`src/hw/rtl/assert_macros.svh`:
```
// Assertion helpers for the RTL files; included by grid_ray_dda_walk_core.
// Each macro expands to one labeled concurrent assertion with a reset guard.
`ifndef ASSERT_MACROS_SVH
`define ASSERT_MACROS_SVH

// Antecedent implies consequent in the same cycle.
`define ASSERT_IMP(lbl, clk, rst_n, ante, cons) \
	lbl: assert property (@(posedge clk) disable iff (!(rst_n)) (ante) |-> (cons)) \
		else $error("assertion lbl failed");

// Antecedent implies consequent in the next cycle.
`define ASSERT_NXT(lbl, clk, rst_n, ante, cons) \
	lbl: assert property (@(posedge clk) disable iff (!(rst_n)) (ante) |=> (cons)) \
		else $error("assertion lbl failed");

`endif

```
`src/hw/rtl/gdda_pkg.sv`:
```
// Shared types and constants of the grid ray walker.
// No dependencies; used by every module of the block except gdda_ram.
`default_nettype none

package gdda_pkg;

	localparam int MAP_SIZE_DEF      = 64;
	localparam int SCREEN_HEIGHT_DEF = 1024;

	localparam int POS_W   = 16;
	localparam int FRAC_W  = 10;
	localparam int CELL_W  = 6;
	localparam int DELTA_W = 24;
	localparam int DIST_W  = 32;
	localparam int LINE_W  = 16;

	localparam logic KIND_WRITE = 1'b0;
	localparam logic KIND_CAST  = 1'b1;

	typedef struct packed {
		logic               kind;
		logic [CELL_W-1:0]  cell_col;
		logic [CELL_W-1:0]  cell_row;
		logic               cell_is_wall;
		logic [POS_W-1:0]   pos_x;
		logic [POS_W-1:0]   pos_y;
		logic               dir_x_negative;
		logic               dir_y_negative;
		logic [DELTA_W-1:0] delta_x;
		logic [DELTA_W-1:0] delta_y;
	} cmd_t;

	typedef struct packed {
		logic [LINE_W-1:0] line_height;
		logic              hit_side;
		logic [DIST_W-1:0] perp_distance;
		logic              escaped;
	} res_t;

	// Outcome of one DDA step, excluding the map coordinates.
	typedef struct packed {
		logic              side;
		logic              leave;
		logic [DIST_W-1:0] perp;
		logic [DIST_W-1:0] sx_nxt;
		logic [DIST_W-1:0] sy_nxt;
	} step_res_t;

endpackage

`default_nettype wire

```
`src/hw/rtl/gdda_div.sv`:
```
// Restoring serial divider: (SCREEN_HEIGHT << 16) / divisor, one bit a cycle.
// Quotient saturates at 16 bits. Depends on gdda_pkg.
`default_nettype none

module gdda_div #(
	parameter int SCREEN_HEIGHT = gdda_pkg::SCREEN_HEIGHT_DEF
) (
	input  wire logic                        clk,
	input  wire logic                        arst_n,
	input  wire logic                        start,
	input  wire logic [gdda_pkg::DIST_W-1:0] divisor,
	output logic                             done,
	output logic      [gdda_pkg::LINE_W-1:0] quotient
);
	import gdda_pkg::*;

	localparam int DW  = $clog2(SCREEN_HEIGHT) + 17;
	localparam int CNW = $clog2(DW + 1);
	localparam logic [DW-1:0] DIVIDEND = DW'(SCREEN_HEIGHT) << 16;

	logic              busy_q;
	logic              done_q;
	logic [CNW-1:0]    cnt_q;
	logic [DW-1:0]     quo_q;
	logic [DIST_W-1:0] rem_q;
	logic [DIST_W-1:0] dvs_q;
	logic [DIST_W:0]   trial;
	logic              ge;
	logic [DIST_W:0]   diff;

	assign trial = {rem_q, quo_q[DW-1]};
	assign ge    = trial >= {1'b0, dvs_q};
	assign diff  = trial - {1'b0, dvs_q};

	always_ff @(posedge clk or negedge arst_n) begin
		if (!arst_n) begin
			busy_q <= 1'b0;
			done_q <= 1'b0;
			cnt_q  <= '0;
		end else begin
			done_q <= 1'b0;
			if (start) begin
				busy_q <= 1'b1;
				cnt_q  <= CNW'(DW);
			end else if (busy_q) begin
				cnt_q <= cnt_q - CNW'(1);
				if (cnt_q == CNW'(1)) begin
					busy_q <= 1'b0;
					done_q <= 1'b1;
				end
			end
		end
	end

	always_ff @(posedge clk) begin
		if (start) begin
			quo_q <= DIVIDEND;
			rem_q <= '0;
			dvs_q <= divisor;
		end else if (busy_q) begin
			quo_q <= {quo_q[DW-2:0], ge};
			rem_q <= ge ? diff[DIST_W-1:0] : trial[DIST_W-1:0];
		end
	end

	assign done     = done_q;
	assign quotient = (|quo_q[DW-1:LINE_W]) ? '1 : quo_q[LINE_W-1:0];

endmodule

`default_nettype wire

```
`config.mk`:
```
export PLATFORM = sky130hd
export DESIGN_NAME = gdda_div
export DESIGN_NICKNAME = d
export VERILOG_FILES = /design/src/hw/rtl/assert_macros.svh /design/src/hw/rtl/gdda_pkg.sv /design/src/hw/rtl/gdda_div.sv
export SDC_FILE = /design/constraint.sdc
export NUM_CORES = 1
export LEC_CHECK = 0
export ABC_AREA = 1
export ABC_CLOCK_PERIOD_IN_PS = 2550
export BUFFER_PORTS_ARGS = -buffer_cell sky130_fd_sc_hd__buf_4
export CAP_MARGIN = 30
export CORE_ASPECT_RATIO = 1.1
export CORE_MARGIN = 5
export CORE_UTILIZATION = 60
export CTS_CLUSTER_DIAMETER = 120
export DETAILED_ROUTE_END_ITERATION = 6
export HOLD_SLACK_MARGIN = 0.15
export PLACE_DENSITY = 0.77
export SETUP_SLACK_MARGIN = 0.5
export SLEW_MARGIN = 30
export SYNTH_ARGS = -nofsm -noshare
export SYNTH_HDL_FRONTEND = slang
export SYNTH_SLANG_ARGS = --single-unit
```
`constraint.sdc`:
```
create_clock -name clk -period 2.55 [get_ports clk]
set_clock_uncertainty 0.1 [all_clocks]
set_input_delay 0 -clock clk [delete_from_list [all_inputs] [get_ports clk]]
set_output_delay 0 -clock clk [all_outputs]
set_load 0.05 [all_outputs]
```
==> reports/qor.yml <==
power.internal_mw: 3.27
vdd_drop_max_uv: 468
cts_tree: "built"
rr_startpoint: "dvs_q[7]"
status: "completed"
synth_most_common_cell: "nand2_1"
worstSetupPathType: "reg2reg"
clock_sinks: 98
die_h_um: 119
tightest_slew_ns: 0.902
async_reset_ff_share_pct: 7.14
placementRows: 39
antenna_found_initial: 0
ys_seq_area_share_pct: 35.8
yosysTopAreaCellShare_pct: 18.3
final_antenna_net_count: 0
synthTopCellsByArea: "dfxtp_1 (18%), nand2_1 (18%), edfxtp_1 (15%), inv_1 (12%), ha_1 (6.6%)"
gp_congestion: 1.02
worstHoldStart: "divisor[5]"
dieWidth_um: 109
pwr_density_cell_nw_per_um2: 595
yosys-top-cells-count: "nand2_1 (302), inv_1 (199), nand3_1 (66), dfxtp_1 (59), nor2_1 (58)"
holdPathEnd: "dvs_q[5]"
fin_crit_sh_pct: 89.0
grt_setup_unrepaired: "true"
end_kind: "register"
vias: 6486
crit_path_frequent_cell: "nand3_1"
p_clk_share_pct: 27.7
yosysUniqueCellTypes: 42
drt-initial-drc-count: 491
ios: 52
drc: 0
cts_made_buffers: 9
die_area_um2: 13000
start_util_pct: 61.6
clock_latency_ns: 0.36
routed_wl_um: 18500
min_path_cells: 2
core_area_um2: 10500
syn_inst: 954
synth_edf_count: 32
combPwrFrac_pct: 35.8
post_dp_cell_area_um2: 7040
p_leak_nw: 4.28
grt_usage_pct: 28.6
path_max_fanout: 19
worst-path-buf-inv: 4
clk_pin_slew_ns: 0.07
arrival_ns: 2.47
first_pass_iters: 7
cts_max_level: 3
maxCapViolations: 0
final_nets: 1133
r2r_cells: 16
p_seq_share_pct: 36.5
hpwl_um: 12500
yosys.area.top_type: "dfxtp_1"
critical_path.slowest_cell: "edfxtp_1"
cp-start-kind: "register"
timing.fmax_mhz: 440
path_delay_family: "simple AND/OR/NAND/NOR gates"
r2r-end: "rem_q[6]"
stdcell_area_um2: 8580
setup_viol: 0
syn-num-nets: 1024
final.min_clock_period_ns: 2.27
finalMaxSlewViolations: 0
grt_pass1_vias: 6150
area_growth_pct: 32.6
netlist_area_um2: 6470
clk_path_buf_depth: 2
io_buffer_count: 51
synthFlopType: "dfxtp_1"
p_switching_mw: 1.83
avgViaCountPerCell: 5.35
grt_pass1_wl_um: 29400
drive_gt1_share_pct: 23.3
swShare_pct: 35.8
fin_setup_tns_ns: 0
synth_area_per_cell_um2: 6.78
hold_viol: 0
wl_per_cell_um: 15.2
max_stage_delay_ns: 0.35
clockRootBuffer: "clkbuf_16"
total_power_mw: 5.10
yosysWarnings: 0
grt_max_degree: 48
crit_chain: "inv_2 > ha_4 > buf_6 > nand2_4 > nor2_2 > nand3_1 > nand3_2 > nand2_2 > nand2_2 > nand2_4 > nand2_8 > buf_12 > nand3_1 > nand3_1 > nand2_1 > inv_1"
synth-seq-cells: 98
r2r_slack_ns: 0.28
maxSlewHeadroom_pct: 39.8
required_ns: 2.75
hp-class: "in2reg"
grt-ovfl-total: 0
[stage by stage]
stage                     hold slack (ns)  std cells  setup slack (ns)  util (%)
after floorplan                    -0.396        954             0.514         -
after CTS                           0.254       1199             0.318      78.7
final                               0.257       1212             0.280      81.7
after global placement             -0.284       1138             0.136      67.1
after detailed placement           -0.284       1138            0.0846      67.1
after global routing                0.259       1211             0.199      81.7
[layout make-up]
cell class / count / area [µm²]
diodes: 1 / 2.50
clock buffers: 11 / 264
clock inverters: 5 / 53.8
fillers: 721 / 1920
inverters: 204 / 768
multi-input cells: 628 / 3870
flip-flops and latches: 98 / 2320
well taps: 143 / 179
repair buffers: 122 / 1110
[how the worst max path moves through the flow]
stage | startpoint | endpoint | slack [ns] | depth (start not counted)
after floorplan | dvs_q[7] | rem_q[0] | 0.51 | 14
after global placement | quo_q[26] | rem_q[28] | 0.14 | 16
after detailed placement | quo_q[26] | rem_q[28] | 0.08 | 15
after CTS | dvs_q[7] | rem_q[19] | 0.32 | 16
after global routing | dvs_q[15] | rem_q[28] | 0.20 | 14
final | dvs_q[7] | rem_q[6] | 0.28 | 16
[flip-flops by register name, summed over array words and instances (netlist names)]
register	cells
rem_q	32
cnt_q	5
dvs_q	32
quo_q	27
busy_q	1
done	1
[cell families after synthesis]
| kind of cell | Yosys count | synth area share, % |
|---|---|---|
| and+or+nand+nor | 504 | 34.7 |
| buffers and inverters | 228 | 14.0 |
| AOI/OAI and AO/OA | 75 | 6.71 |
| adders and majority gates | 35 | 6.89 |
| xor gates and xnor gates | 14 | 1.90 |
| DFF | 98 | 35.8 |
[worst reg2reg max path: stages, from the launching register on]
cell	delay, ns
edfxtp_1	0.35
inv_2	0.05
ha_4	0.27
buf_6	0.11
nand2_4	0.06
nor2_2	0.13
nand3_1	0.12
nand3_2	0.11
nand2_2	0.07
nand2_2	0.10
nand2_4	0.09
nand2_8	0.12
buf_12	0.16
nand3_1	0.10
nand3_1	0.13
nand2_1	0.08
inv_1	0.09
[metal layers]
layer	GRT usage, %	wire, µm	up-vias
li1	-	-	3205
met1	37.5	7770	2978
met5	0	0	-
met3	4.49	1180	44
met4	10.0	442	0
met2	47.6	9080	259
[power groups by stage]
stage                     logic (mW)  registers, mW  clock network (mW)
after CTS                       1.65           1.85                1.42
after detailed placement        1.37           1.85                   0
final                           1.83           1.86                1.41
after global routing            1.99           1.88                1.49
after floorplan                 1.02           1.83                   0
after global placement          1.36           1.85                   0
[cells in the final DEF (no fill, tap or decap), types with 3 or more instances in the layout]
| cell type | count |
|---|---|
| inv_2 | 17 |
| dfxtp_2 | 3 |
| xor2_1 | 11 |
| nand2_1 | 271 |
| o21ai_2 | 3 |
| nand2_4 | 5 |
| ha_1 | 3 |
| edfxtp_1 | 32 |
| nand2_2 | 34 |
| o21ai_1 | 9 |
| dfxtp_1 | 56 |
| dlygate4sd3_1 | 35 |
| o211ai_1 | 3 |
| a21oi_2 | 4 |
| o21ai_0 | 10 |
| nand3_2 | 24 |
| nand3_1 | 56 |
| nor2_2 | 9 |
| o22ai_1 | 25 |
| inv_1 | 184 |
| buf_4 | 77 |
| buf_12 | 5 |
| ha_4 | 30 |
| dfrtp_1 | 7 |
| clkbuf_16 | 11 |
| nor3_1 | 5 |
| a21oi_1 | 15 |
| nor2_1 | 52 |
| nor2_4 | 5 |
| buf_6 | 3 |
| nand4_1 | 31 |
[timing repair]
item	CTS	global route
hold endpoints to repair	74	0
gates cloned	1	1
endpoints found under the setup margin	33	33
gates resized for setup	73	64
pin swaps	21	14
hold buffers	36	0
buffers inserted	8	11
No activity file was read; power rests on OpenSTA's default activity.
