$ cat config.mk
export PLATFORM = sky130hd
export DESIGN_NAME = gdda_step
export DESIGN_NICKNAME = d
export VERILOG_FILES = /design/src/hw/rtl/assert_macros.svh /design/src/hw/rtl/gdda_pkg.sv /design/src/hw/rtl/gdda_step.sv
export SDC_FILE = /design/constraint.sdc
export NUM_CORES = 1
export LEC_CHECK = 0
export ABC_CLOCK_PERIOD_IN_PS = 4050
export BUFFER_PORTS_ARGS = -buffer_cell sky130_fd_sc_hd__buf_2
export CAP_MARGIN = 25
export CELL_PAD_IN_SITES_DETAIL_PLACEMENT = 0
export CELL_PAD_IN_SITES_GLOBAL_PLACEMENT = 1
export CORE_UTILIZATION = 33
export DETAILED_ROUTE_END_ITERATION = 10
export PLACE_DENSITY = 0.94
export SYNTH_ARGS = -nofsm -noshare
export SYNTH_HDL_FRONTEND = slang
export SYNTH_SLANG_ARGS = --single-unit
$ cat constraint.sdc
create_clock -name vclk -period 4.05
set_input_delay 0.6075 -clock vclk [all_inputs]
set_output_delay 0.6075 -clock vclk [all_outputs]
set_load 0.01 [all_outputs]
$ cat src/hw/rtl/assert_macros.svh
// Assertion helpers for the RTL files; included by grid_ray_dda_walk_core.
// Each macro expands to one labeled concurrent assertion with a reset guard.
`ifndef ASSERT_MACROS_SVH
`define ASSERT_MACROS_SVH

// Antecedent implies consequent in the same cycle.
`define ASSERT_IMP(lbl, clk, rst_n, ante, cons) \
	lbl: assert property (@(posedge clk) disable iff (!(rst_n)) (ante) |-> (cons)) \
		else $error("assertion lbl failed");

// Antecedent implies consequent in the next cycle.
`define ASSERT_NXT(lbl, clk, rst_n, ante, cons) \
	lbl: assert property (@(posedge clk) disable iff (!(rst_n)) (ante) |=> (cons)) \
		else $error("assertion lbl failed");

`endif

$ cat src/hw/rtl/gdda_pkg.sv
// Shared types and constants of the grid ray walker.
// No dependencies; used by every module of the block except gdda_ram.
`default_nettype none

package gdda_pkg;

	localparam int MAP_SIZE_DEF      = 64;
	localparam int SCREEN_HEIGHT_DEF = 1024;

	localparam int POS_W   = 16;
	localparam int FRAC_W  = 10;
	localparam int CELL_W  = 6;
	localparam int DELTA_W = 24;
	localparam int DIST_W  = 32;
	localparam int LINE_W  = 16;

	localparam logic KIND_WRITE = 1'b0;
	localparam logic KIND_CAST  = 1'b1;

	typedef struct packed {
		logic               kind;
		logic [CELL_W-1:0]  cell_col;
		logic [CELL_W-1:0]  cell_row;
		logic               cell_is_wall;
		logic [POS_W-1:0]   pos_x;
		logic [POS_W-1:0]   pos_y;
		logic               dir_x_negative;
		logic               dir_y_negative;
		logic [DELTA_W-1:0] delta_x;
		logic [DELTA_W-1:0] delta_y;
	} cmd_t;

	typedef struct packed {
		logic [LINE_W-1:0] line_height;
		logic              hit_side;
		logic [DIST_W-1:0] perp_distance;
		logic              escaped;
	} res_t;

	// Outcome of one DDA step, excluding the map coordinates.
	typedef struct packed {
		logic              side;
		logic              leave;
		logic [DIST_W-1:0] perp;
		logic [DIST_W-1:0] sx_nxt;
		logic [DIST_W-1:0] sy_nxt;
	} step_res_t;

endpackage

`default_nettype wire

$ cat src/hw/rtl/gdda_step.sv
// One DDA step: pick the nearer border, advance its side distance, move the cell.
// Depends on gdda_pkg.
`default_nettype none

module gdda_step #(
	parameter int MAP_SIZE = gdda_pkg::MAP_SIZE_DEF
) (
	input  wire logic [gdda_pkg::DIST_W-1:0]  sx,
	input  wire logic [gdda_pkg::DIST_W-1:0]  sy,
	input  wire logic [gdda_pkg::DELTA_W-1:0] dx,
	input  wire logic [gdda_pkg::DELTA_W-1:0] dy,
	input  wire logic                         neg_x,
	input  wire logic                         neg_y,
	input  wire logic [$clog2(MAP_SIZE)-1:0]  col,
	input  wire logic [$clog2(MAP_SIZE)-1:0]  row,
	output logic      [$clog2(MAP_SIZE)-1:0]  col_nxt,
	output logic      [$clog2(MAP_SIZE)-1:0]  row_nxt,
	output gdda_pkg::step_res_t               res
);
	import gdda_pkg::*;

	localparam int CW = $clog2(MAP_SIZE);
	localparam logic [CW-1:0] LAST = CW'(MAP_SIZE - 1);

	logic            take_x;
	logic [DIST_W:0] sum;
	logic [DIST_W-1:0] sat;

	assign take_x = sx < sy;
	assign sum    = take_x ? ({1'b0, sx} + (DIST_W + 1)'(dx))
	                       : ({1'b0, sy} + (DIST_W + 1)'(dy));
	assign sat    = sum[DIST_W] ? '1 : sum[DIST_W-1:0];

	always_comb begin
		res.side   = !take_x;
		res.perp   = take_x ? sx : sy;
		res.sx_nxt = take_x ? sat : sx;
		res.sy_nxt = take_x ? sy : sat;
		col_nxt    = col;
		row_nxt    = row;
		if (take_x) begin
			res.leave = neg_x ? (col == '0) : (col == LAST);
			col_nxt   = neg_x ? col - CW'(1) : col + CW'(1);
		end else begin
			res.leave = neg_y ? (row == '0) : (row == LAST);
			row_nxt   = neg_y ? row - CW'(1) : row + CW'(1);
		end
	end

endmodule

`default_nettype wire

==> results of run 1 <==
## power breakdown
| group | total, W | leakage (nW) | switching (W) | internal [W] |
|---|---|---|---|---|
| Combinational | 0.00119 | 3.48 | 0.000687 | 0.000501 |
| Sequential | 0 | 0 | 0 | 0 |
| Clock | 0 | 0 | 0 | 0 |
## area by class of cell
type	count	area [µm²]	area share (%)
multi-input combinational	671	4660	71.4
timing repair buffer	264	1430	21.9
tap	184	230	3.53
inverter	55	209	3.20
## synth_stat cells (3+ instances only)
library cell,count,area [µm²]
sky130_fd_sc_hd__nor2_1,62,233
sky130_fd_sc_hd__xnor2_1,26,228
sky130_fd_sc_hd__a21o_1,35,263
sky130_fd_sc_hd__o211ai_1,8,60.1
sky130_fd_sc_hd__o21a_1,3,22.5
sky130_fd_sc_hd__o21bai_1,6,45.0
sky130_fd_sc_hd__nand2_1,87,327
sky130_fd_sc_hd__mux2_2,3,33.8
sky130_fd_sc_hd__nor3_1,8,40.0
sky130_fd_sc_hd__nand3_1,15,75.1
sky130_fd_sc_hd__buf_2,19,95.1
sky130_fd_sc_hd__buf_4,5,37.5
sky130_fd_sc_hd__a211oi_1,10,75.1
sky130_fd_sc_hd__clkbuf_1,6,22.5
sky130_fd_sc_hd__ha_1,87,1090
sky130_fd_sc_hd__nor4_1,4,25.0
sky130_fd_sc_hd__a41oi_1,6,52.6
sky130_fd_sc_hd__and2_1,6,37.5
sky130_fd_sc_hd__or2_2,3,18.8
sky130_fd_sc_hd__fa_1,4,80.1
sky130_fd_sc_hd__nand4_1,14,87.6
sky130_fd_sc_hd__o21ai_0,42,210
sky130_fd_sc_hd__inv_1,54,203
sky130_fd_sc_hd__a21oi_1,68,340
sky130_fd_sc_hd__xor2_1,29,254
sky130_fd_sc_hd__o221ai_1,3,26.3
sky130_fd_sc_hd__a31oi_1,51,319
sky130_fd_sc_hd__nor2b_1,6,37.5
sky130_fd_sc_hd__and3_1,20,125
sky130_fd_sc_hd__o21ai_1,26,130
## placed cells by master (no fill, tap or decap), types with 8 or more instances in the layout
master                       n
sky130_fd_sc_hd__o211ai_1    8
sky130_fd_sc_hd__o21ai_1    26
sky130_fd_sc_hd__a21o_1     35
sky130_fd_sc_hd__nor3_1      8
sky130_fd_sc_hd__a211oi_1    8
sky130_fd_sc_hd__xor2_1     29
sky130_fd_sc_hd__a31oi_1    50
sky130_fd_sc_hd__o21ai_0    42
sky130_fd_sc_hd__inv_1      54
sky130_fd_sc_hd__nand2_1    86
sky130_fd_sc_hd__buf_4      25
sky130_fd_sc_hd__xnor2_1    26
sky130_fd_sc_hd__and3_1     20
sky130_fd_sc_hd__nand4_1    14
sky130_fd_sc_hd__nor2_1     62
sky130_fd_sc_hd__nand3_1    15
sky130_fd_sc_hd__a21oi_1    68
sky130_fd_sc_hd__buf_2     236
sky130_fd_sc_hd__ha_1       87
## logic make-up (layout without fill, tap and decap cells)
family | after synthesis | after routing | share of synthesized area [%]
xor gates and xnor gates | 55 | 55 | 9.60
muxes | 7 | 7 | 1.52
adders and majority gates | 91 | 91 | 23.3
buffers and inverters | 87 | 319 | 7.66
AOI/OAI and AO/OA | 286 | 286 | 36.7
and+or+nand+nor | 232 | 232 | 21.3
## worst max path at each step
stage	from	end	cells past startpoint
floorplan	sx[0]	res[58]	10
global placement	sx[0]	res[47]	13
detailed placement	sx[0]	res[47]	13
CTS	sx[0]	res[47]	13
global route	sx[0]	res[42]	13
finish	sx[0]	res[47]	13
## per-stage QoR
stage | setup slack [ns] | std cells | instance area [µm²] | setup TNS [ns] | hold WS (ns)
after CTS | 0.0272 | 1172 | 6480 | 0 | 1.52
after global placement | -0.0652 | 1172 | 6480 | -0.777 | 1.51
after detailed placement | -0.121 | 1172 | 6480 | -1.50 | 1.51
after global routing | 0.00818 | 1174 | 6520 | 0 | 1.54
final | 0.185 | 1174 | 6520 | 0 | 1.52
after floorplan | 0.514 | 758 | 5020 | 0 | 1.29
## routing by layer
metal	routed length [µm]	part of all wire [%]	track usage (%)	up-vias
li1	-	-	-	3281
met3	929	5.0	0.899	22
met1	8720	47	31.2	2908
met2	8500	46	36.5	226
met5	0	0	0	-
met4	341	1.8	4.30	0
## critical path, stage by stage
cell,delay [ns]
sky130_fd_sc_hd__buf_2,0.13
sky130_fd_sc_hd__ha_1,0.24
sky130_fd_sc_hd__fa_1,0.43
sky130_fd_sc_hd__a211oi_2,0.25
sky130_fd_sc_hd__o21ai_1,0.13
sky130_fd_sc_hd__a21oi_2,0.19
sky130_fd_sc_hd__o311ai_2,0.19
sky130_fd_sc_hd__a211oi_2,0.37
sky130_fd_sc_hd__a21oi_4,0.15
sky130_fd_sc_hd__nand2_4,0.16
sky130_fd_sc_hd__buf_4,0.19
sky130_fd_sc_hd__a31oi_1,0.09
sky130_fd_sc_hd__buf_2,0.15
## what timing repair did
| item | CTS | global route |
|---|---|---|
| setup endpoints to repair | 15 | 28 |
| resized for setup | 1 | 6 |
| pin swaps | 0 | 3 |
| setup buffers | 0 | 2 |
==> results.cfg, run 1 <==
[place]
place_hpwl_um = 15800
port_buffers = 236
place_congestion = 0.918

[worst_setup_path]
critPathArrivalTime_ns = 3.26
start_kind = input port
required_ns = 3.44
critical_path.max_fanout = 9
critical_path_class = in2out
crit_path_end_kind = output pin

[timing]
final_min_period_over_clock_period_pct = 95.4
max_freq_ghz = 0.259
maxSlewViolCount = 0
slew_headroom_pct = 51.8
final_count_of_negative_setup_slack_endpoints = 0
timing.final.crit_period_ns = 3.86
report.final.hold_viol_count = 0
slew_at_the_pin_closest_to_its_max_slew_limit_ns = 0.721
grt_setup_unrepaired = false

[global_route]
grt_pass1_vias = 5634
grt_util_all_layers_pct = 21.9
grt_antenna_before_repair = 0
grt_start_max_net_pins = 66
grt.overflow.total = 0
grt_pass1_wl_um = 28300

[detailed_routing]
postRouteWirelength_um = 18500
drc_errors = 9
post_drt_wl_per_cell_um = 15.7
dr.first_iter.drc_count = 394
vias = 6437
post_drt_via_cell_ratio = 5.48
ant_nets = 0
drt_pass1_iterations = 8

[die]
fp-row-count = 44
core_area_um2 = 14700
die_height_um = 125
design.die.area_um2 = 15700
floorplan.io_pins = 236
effective_utilization_at_floorplan_pct = 34.1
fp.dieW_um = 125

[finish]
filler_cell_count = 1552
n_sequential_cell = 0
insertedDiodeCount = 0
layout.area.seq_um2 = 0
finish.net_count = 1209
layout.clock_buffers = 0
finalCoreUtilization_pct = 44.4
synthToLayoutAreaGrowth_pct = 30.1
final_layout_size_suffix_gt1_share_pct = 28.9

[job]
cap_viol_max_count = 0

[power]
total_power_density_per_cell_area_nw_per_um2 = 182
design_power_total_w = 0.00119
total_leakage_power_nw = 3.48
vdd_ir_drop_max_v = 0.0000751

[min_path]
worst_hold_path.endpoint = row_nxt[5]
hp-start = row[5]
hold_depth = 3
hp-class = in2out

[yosys]
synth_nets = 975
synth_sequential_area_ratio_pct = 0
post_synth.cell_area_avg_um2 = 6.62
synthesis.instances = 758
ys.warnings.count = 0
synth.lib_cells_used.distinct = 64
synth.cell_area_um2 = 5020

[clock_network]
hold_buf_cts = 0

[outcome]
run_status = finished with violations
failed_checks = design-rule violations
Note: power is estimated with default switching activity, not from simulation.
==> run 2: changes to the inputs <==
--- a/config.mk
+++ b/config.mk
@@ -5,14 +5,15 @@
 export SDC_FILE = /design/constraint.sdc
 export NUM_CORES = 1
 export LEC_CHECK = 0
+export ABC_AREA = 1
 export ABC_CLOCK_PERIOD_IN_PS = 4050
 export BUFFER_PORTS_ARGS = -buffer_cell sky130_fd_sc_hd__buf_2
 export CAP_MARGIN = 25
 export CELL_PAD_IN_SITES_DETAIL_PLACEMENT = 0
 export CELL_PAD_IN_SITES_GLOBAL_PLACEMENT = 1
-export CORE_UTILIZATION = 33
+export CORE_UTILIZATION = 34
 export DETAILED_ROUTE_END_ITERATION = 10
-export PLACE_DENSITY = 0.94
+export PLACE_DENSITY = 0.95
 export SYNTH_ARGS = -nofsm -noshare
 export SYNTH_HDL_FRONTEND = slang
 export SYNTH_SLANG_ARGS = --single-unit
==> run 2 against run 1 <==
The flow now finishes without violations; total power is 38% higher; first-iteration DRC count is 55% higher; clock-buffer cell count stayed put; sequential share of layout area stayed put; die area is 41% higher; maximum frequency is 3.9% higher; cell count is 72% higher; synthesized cell count is 100% higher; global-route usage is 5.5 points higher; utilization is 2.4 points lower; largest power group unchanged.
==> results.cfg, run 2 <==
[outcome]
run_status = complete, no violations

[die]
floorplan.io_pins = 236
die_height_um = 149
design.die.area_um2 = 22200
fp.dieW_um = 149
fp-row-count = 53
effective_utilization_at_floorplan_pct = 34.8
core_area_um2 = 21100

[yosys]
synth_most_common_cell = sky130_fd_sc_hd__nand2_1
ys.warnings.count = 0
synth_sequential_area_ratio_pct = 0
synth.lib_cells_used.distinct = 38
post_synth.cell_area_avg_um2 = 4.82
synthDominantAreaCellType = sky130_fd_sc_hd__nand2_1
synth_nets = 1742
synth_commonest_cells = sky130_fd_sc_hd__nand2_1, sky130_fd_sc_hd__inv_1, sky130_fd_sc_hd__nor2_1
synth.cell_area_um2 = 7350
netlist.area_leader.share_pct = 31.1
synthesis.instances = 1525
post_synth_main_area_contributors = sky130_fd_sc_hd__nand2_1, sky130_fd_sc_hd__inv_1, sky130_fd_sc_hd__ha_1, sky130_fd_sc_hd__nand3_1, sky130_fd_sc_hd__nor2_1

[min_path]
hp-class = in2out

[place]
place_hpwl_um = 27700
dp_slack_ns = 0.376
port_buffers = 236
place_congestion = 0.969

[timing]
slew_at_the_pin_closest_to_its_max_slew_limit_ns = 0.606
setup_ws_ns = 0.332
slew_headroom_pct = 59.2
max_freq_ghz = 0.269
report.final.hold_viol_count = 0
grt_setup_unrepaired = false
maxSlewViolCount = 0
total_negative_setup_slacks_ns = 0
final_min_period_over_clock_period_pct = 91.8
timing.final.crit_period_ns = 3.72
final_count_of_negative_setup_slack_endpoints = 0

[global_route]
grt_util_all_layers_pct = 27.4
grt.overflow.total = 0
grt_pass1_wl_um = 46800
grt_antenna_before_repair = 0
grt_start_max_net_pins = 36
grt_pass1_vias = 8875

[detailed_routing]
drc_errors = 0
ant_nets = 0
post_drt_wl_per_cell_um = 15.6
postRouteWirelength_um = 31500
vias = 9869
dr.first_iter.drc_count = 611
drt_pass1_iterations = 5
post_drt_via_cell_ratio = 4.89

[worst_setup_path]
cpLargestDelayFamily = simple AND/OR/NAND/NOR gates
critical_path_class = in2out
critical-path-slowest-cell = sky130_fd_sc_hd__fa_1
worst-path-buf-inv = 4
crit_end = res[0]
start_kind = input port
critPathArrivalTime_ns = 3.11
cp.depth = 16
crit_path_end_kind = output pin
crit_path_start = sy[0]
critical_path.max_stage_delay_ns = 0.44
cell_breakdown_of_the_critical_path = buf_2 > ha_1 > fa_1 > nand3_1 > nand3_1 > nand2_1 > nand2_1 > nand2_1 > nand2_1 > nand3_1 > nand2_1 > inv_1 > nand2_2 > o22ai_1 > inv_1 > buf_2
required_ns = 3.44
critical_path.max_fanout = 8
critPathMostFrequentCell = sky130_fd_sc_hd__nand2_1

[power]
share_comb_of_total_power_pct = 100.0
internal_w = 0.000583
power.sequential.fraction_pct = 0
total_power_density_per_cell_area_nw_per_um2 = 186
p_sw_w = 0.00106
sw_frac_of_total_pct = 64.5
clock_share_of_power_pct = 0
total_leakage_power_nw = 5.77
vdd_ir_drop_max_v = 0.0000990

[clock_network]
cts-resized-gates = 0
cts_post_setup_buffers_inserted = 0
hold_buf_cts = 0

[finish]
final_layout_size_suffix_gt1_share_pct = 15.7
layout.area.seq_um2 = 0
commonest_cells_after_routing_fill_and_taps_aside = sky130_fd_sc_hd__nand2_1, sky130_fd_sc_hd__inv_1, sky130_fd_sc_hd__buf_2, sky130_fd_sc_hd__nor2_1, sky130_fd_sc_hd__nand3_1
n_sequential_cell = 0
insertedDiodeCount = 0
filler_cell_count = 2497
finish.net_count = 1964
layout.clock_buffers = 0
synthToLayoutAreaGrowth_pct = 20.4
most_common_cell_after_layout_fill_and_taps_aside = sky130_fd_sc_hd__nand2_1

[job]
cap_viol_max_count = 0
run 2: kinds of logic (layout without fill, tap and decap cells):
family	Yosys count	count (layout)	share of synthesized area, %
buf+inv	342	562	18.4
compound gates	142	142	10.2
simple gates	906	906	50.2
fa+ha+maj	91	91	15.9
xor+xnor	44	44	5.25
run 2: per-layer routing:
| layer | global-route usage [%] | part of all wire, % | up-vias |
|---|---|---|---|
| li1 | - | - | 5114 |
| met1 | 34.0 | 42 | 4319 |
| met2 | 50.1 | 47 | 402 |
| met3 | 3.24 | 8.3 | 34 |
| met4 | 5.87 | 2.5 | 0 |
| met5 | 0 | 0 | - |
run 2: worst min-delay path by stage:
| stage | from | end | slack [ns] | cells after the start |
|---|---|---|---|---|
| 6_report | col[5] | col_nxt[5] | 1.52 | 3 |
| 5_1_grt | row[5] | row_nxt[5] | 1.54 | 3 |
| 4_1_cts | col[5] | col_nxt[5] | 1.52 | 3 |
| 3_5_place_dp | col[5] | col_nxt[5] | 1.51 | 3 |
| 3_3_place_gp | col[5] | col_nxt[5] | 1.51 | 3 |
| 2_1_floorplan | col[5] | col_nxt[5] | 1.30 | 1 |
run 2: stage by stage:
stage / hold WS (ns) / instances / utilization, % / instance area [µm²] / power [W]
finish: 1.52 / 2020 / 41.9 / 8850 / 0.00164
global route: 1.54 / 2020 / 41.9 / 8850 / 0.00182
CTS: 1.52 / 2020 / 41.9 / 8850 / 0.00164
detailed placement: 1.51 / 2020 / 41.9 / 8850 / 0.00163
global placement: 1.51 / 2020 / 41.9 / 8850 / 0.00162
floorplan: 1.30 / 1525 / - / 7350 / 0.00102
run 2: layout make-up:
class	count	area, µm²	area share (%)
repair buffers	251	1330	15.0
well taps	275	344	3.89
multi-input cells	1183	6000	67.9
inverters	311	1170	13.2
run 2: power by group through the flow:
stage / clock network, W / logic (W) / registers [W]
4_1_cts: 0 / 0.00164 / 0
6_report: 0 / 0.00164 / 0
5_1_grt: 0 / 0.00182 / 0
3_3_place_gp: 0 / 0.00162 / 0
3_5_place_dp: 0 / 0.00163 / 0
2_1_floorplan: 0 / 0.00102 / 0
==> run 3: changes to the inputs <==
--- a/config.mk
+++ b/config.mk
@@ -6,12 +6,12 @@
 export NUM_CORES = 1
 export LEC_CHECK = 0
 export ABC_AREA = 1
-export ABC_CLOCK_PERIOD_IN_PS = 4050
+export ABC_CLOCK_PERIOD_IN_PS = 4550
 export BUFFER_PORTS_ARGS = -buffer_cell sky130_fd_sc_hd__buf_2
 export CAP_MARGIN = 25
 export CELL_PAD_IN_SITES_DETAIL_PLACEMENT = 0
 export CELL_PAD_IN_SITES_GLOBAL_PLACEMENT = 1
-export CORE_UTILIZATION = 34
+export CORE_UTILIZATION = 36
 export DETAILED_ROUTE_END_ITERATION = 10
 export PLACE_DENSITY = 0.95
 export SYNTH_ARGS = -nofsm -noshare
==> constraint.sdc (replaced) <==
create_clock -name vclk -period 4.55
set_input_delay 0.6825 -clock vclk [all_inputs]
set_output_delay 0.6825 -clock vclk [all_outputs]
set_load 0.01 [all_outputs]
==> run 3 against run 2 <==
Wire length fell by 2.1%; sequential cell count did not move; largest cell class unchanged; design area fell by 0.79%; critical path depth rose by 1; worst setup slack improved by 0.35 ns; total power fell by 12%; global-route usage rose by 0.76 points; clock-buffer cell count did not move; first-iteration DRC count rose by 18%; largest power group unchanged; sequential share of layout area did not move; non-clock buffer count fell by 6.
==> results.cfg, run 3 (synthesized netlist as in run 2, its figures left out) <==
[place]
dp_slack_ns = 0.696
port_buffers = 236
place_congestion = 0.945
detailed_place.area_um2 = 8780
place_hpwl_um = 26900

[detailed_routing]
postRouteWirelength_um = 30900
dr.first_iter.drc_count = 720
post_drt_via_cell_ratio = 4.97
drc_errors = 0
post_drt_wl_per_cell_um = 15.4
drt_pass1_iterations = 6
ant_nets = 0
vias = 9956

[worst_setup_path]
critPathArrivalTime_ns = 3.19
critPathMostFrequentCell = sky130_fd_sc_hd__nand2_1
critical_path.max_fanout = 14
cpLargestDelayFamily = simple AND/OR/NAND/NOR gates
crit_path_end_kind = output pin
required_ns = 3.87
cell_breakdown_of_the_critical_path = buf_2 > ha_1 > fa_1 > nand2_1 > nand2_1 > nand3_1 > nand2_2 > nand2_1 > nand3_2 > nand3_2 > inv_2 > nor2_4 > buf_4 > nand2_1 > nand2_1 > inv_1 > buf_2
worst-path-buf-inv = 5
start_kind = input port
critical_path_class = in2out
critical_path.max_stage_delay_ns = 0.46
critical-path-slowest-cell = sky130_fd_sc_hd__fa_1

[global_route]
grt_antenna_before_repair = 0
grt_util_all_layers_pct = 28.2
grt_pass1_vias = 8766
grt_pass1_wl_um = 45000
grt.overflow.total = 0
grt_start_max_net_pins = 83

[clock_network]
hold_buf_cts = 0
cts-resized-gates = 0
cts_post_setup_buffers_inserted = 0

[timing]
final_count_of_negative_setup_slack_endpoints = 0
setup_ws_ns = 0.680
timing.final.crit_period_ns = 3.87
final_min_period_over_clock_period_pct = 85.1
max_freq_ghz = 0.258
slew_at_the_pin_closest_to_its_max_slew_limit_ns = 0.701
slew_headroom_pct = 53.3
report.final.hold_viol_count = 0
total_negative_setup_slacks_ns = 0
grt_setup_unrepaired = false
maxSlewViolCount = 0

[finish]
layout.area.seq_um2 = 0
finish.net_count = 1958
layout.clock_buffers = 0
synthToLayoutAreaGrowth_pct = 19.5
commonest_cells_after_routing_fill_and_taps_aside = sky130_fd_sc_hd__nand2_1, sky130_fd_sc_hd__inv_1, sky130_fd_sc_hd__buf_2, sky130_fd_sc_hd__nor2_1, sky130_fd_sc_hd__nand3_1
final_layout_size_suffix_gt1_share_pct = 15.4
finalInstanceArea_um2 = 8780
n_sequential_cell = 0
most_common_cell_after_layout_fill_and_taps_aside = sky130_fd_sc_hd__nand2_1
insertedDiodeCount = 0
filler_cell_count = 2312
multi_input_combinational_cell_area_um2 = 6000

[min_path]
hp-class = in2out

[die]
floorplan.io_pins = 236
fp-row-count = 51
core_area_um2 = 19700
effective_utilization_at_floorplan_pct = 37.3
design.die.area_um2 = 21000
fp.dieW_um = 145
die_height_um = 145

[power]
total_leakage_power_nw = 5.74
total_power_density_per_cell_area_nw_per_um2 = 165
vdd_ir_drop_max_v = 0.0000816

[job]
cap_viol_max_count = 0

[outcome]
run_status = complete, no violations
[run 3: worst min-delay path, stage by stage]
cell,delay (ns)
sky130_fd_sc_hd__buf_2,0.11
sky130_fd_sc_hd__xor2_1,0.06
sky130_fd_sc_hd__buf_2,0.13
[run 3: stage by stage]
| step | power [W] | util [%] | hold slack (ns) | instances |
|---|---|---|---|---|
| 2_1_floorplan | 0.000907 | - | 1.45 | 1525 |
| 3_3_place_gp | 0.00142 | 44.5 | 1.67 | 2004 |
| 3_5_place_dp | 0.00143 | 44.5 | 1.66 | 2004 |
| 4_1_cts | 0.00144 | 44.5 | 1.67 | 2004 |
| 5_1_grt | 0.00161 | 44.5 | 1.68 | 2004 |
| 6_report | 0.00145 | 44.5 | 1.67 | 2004 |
[run 3: worst paths after layout]
kind | endpoint | slack [ns] | cells after the start | from
max | res[43] | 0.68 | 17 | sx[0]
min | row_nxt[5] | 1.67 | 3 | row[5]
[run 3: metal layers]
metal | vias to the layer above | routed length (µm) | track usage (%) | part of all wire (%)
met5 | - | 0 | 0 | 0
met4 | 0 | 1050 | 9.03 | 3.4
met3 | 56 | 2500 | 2.73 | 8.1
met2 | 467 | 14000 | 50.2 | 45
met1 | 4334 | 13300 | 35.3 | 43
li1 | 5099 | - | - | -
[run 3: final cells by class]
class,count,share of cell area [%]
Tap cell,265,3.78
Multi-Input combinational cell,1183,68.4
Timing Repair Buffer,245,14.5
Inverter,311,13.3
[run 3: power breakdown]
group	switching [W]	internal [W]
sequential	0	0
clock	0	0
combinational	0.000944	0.000508
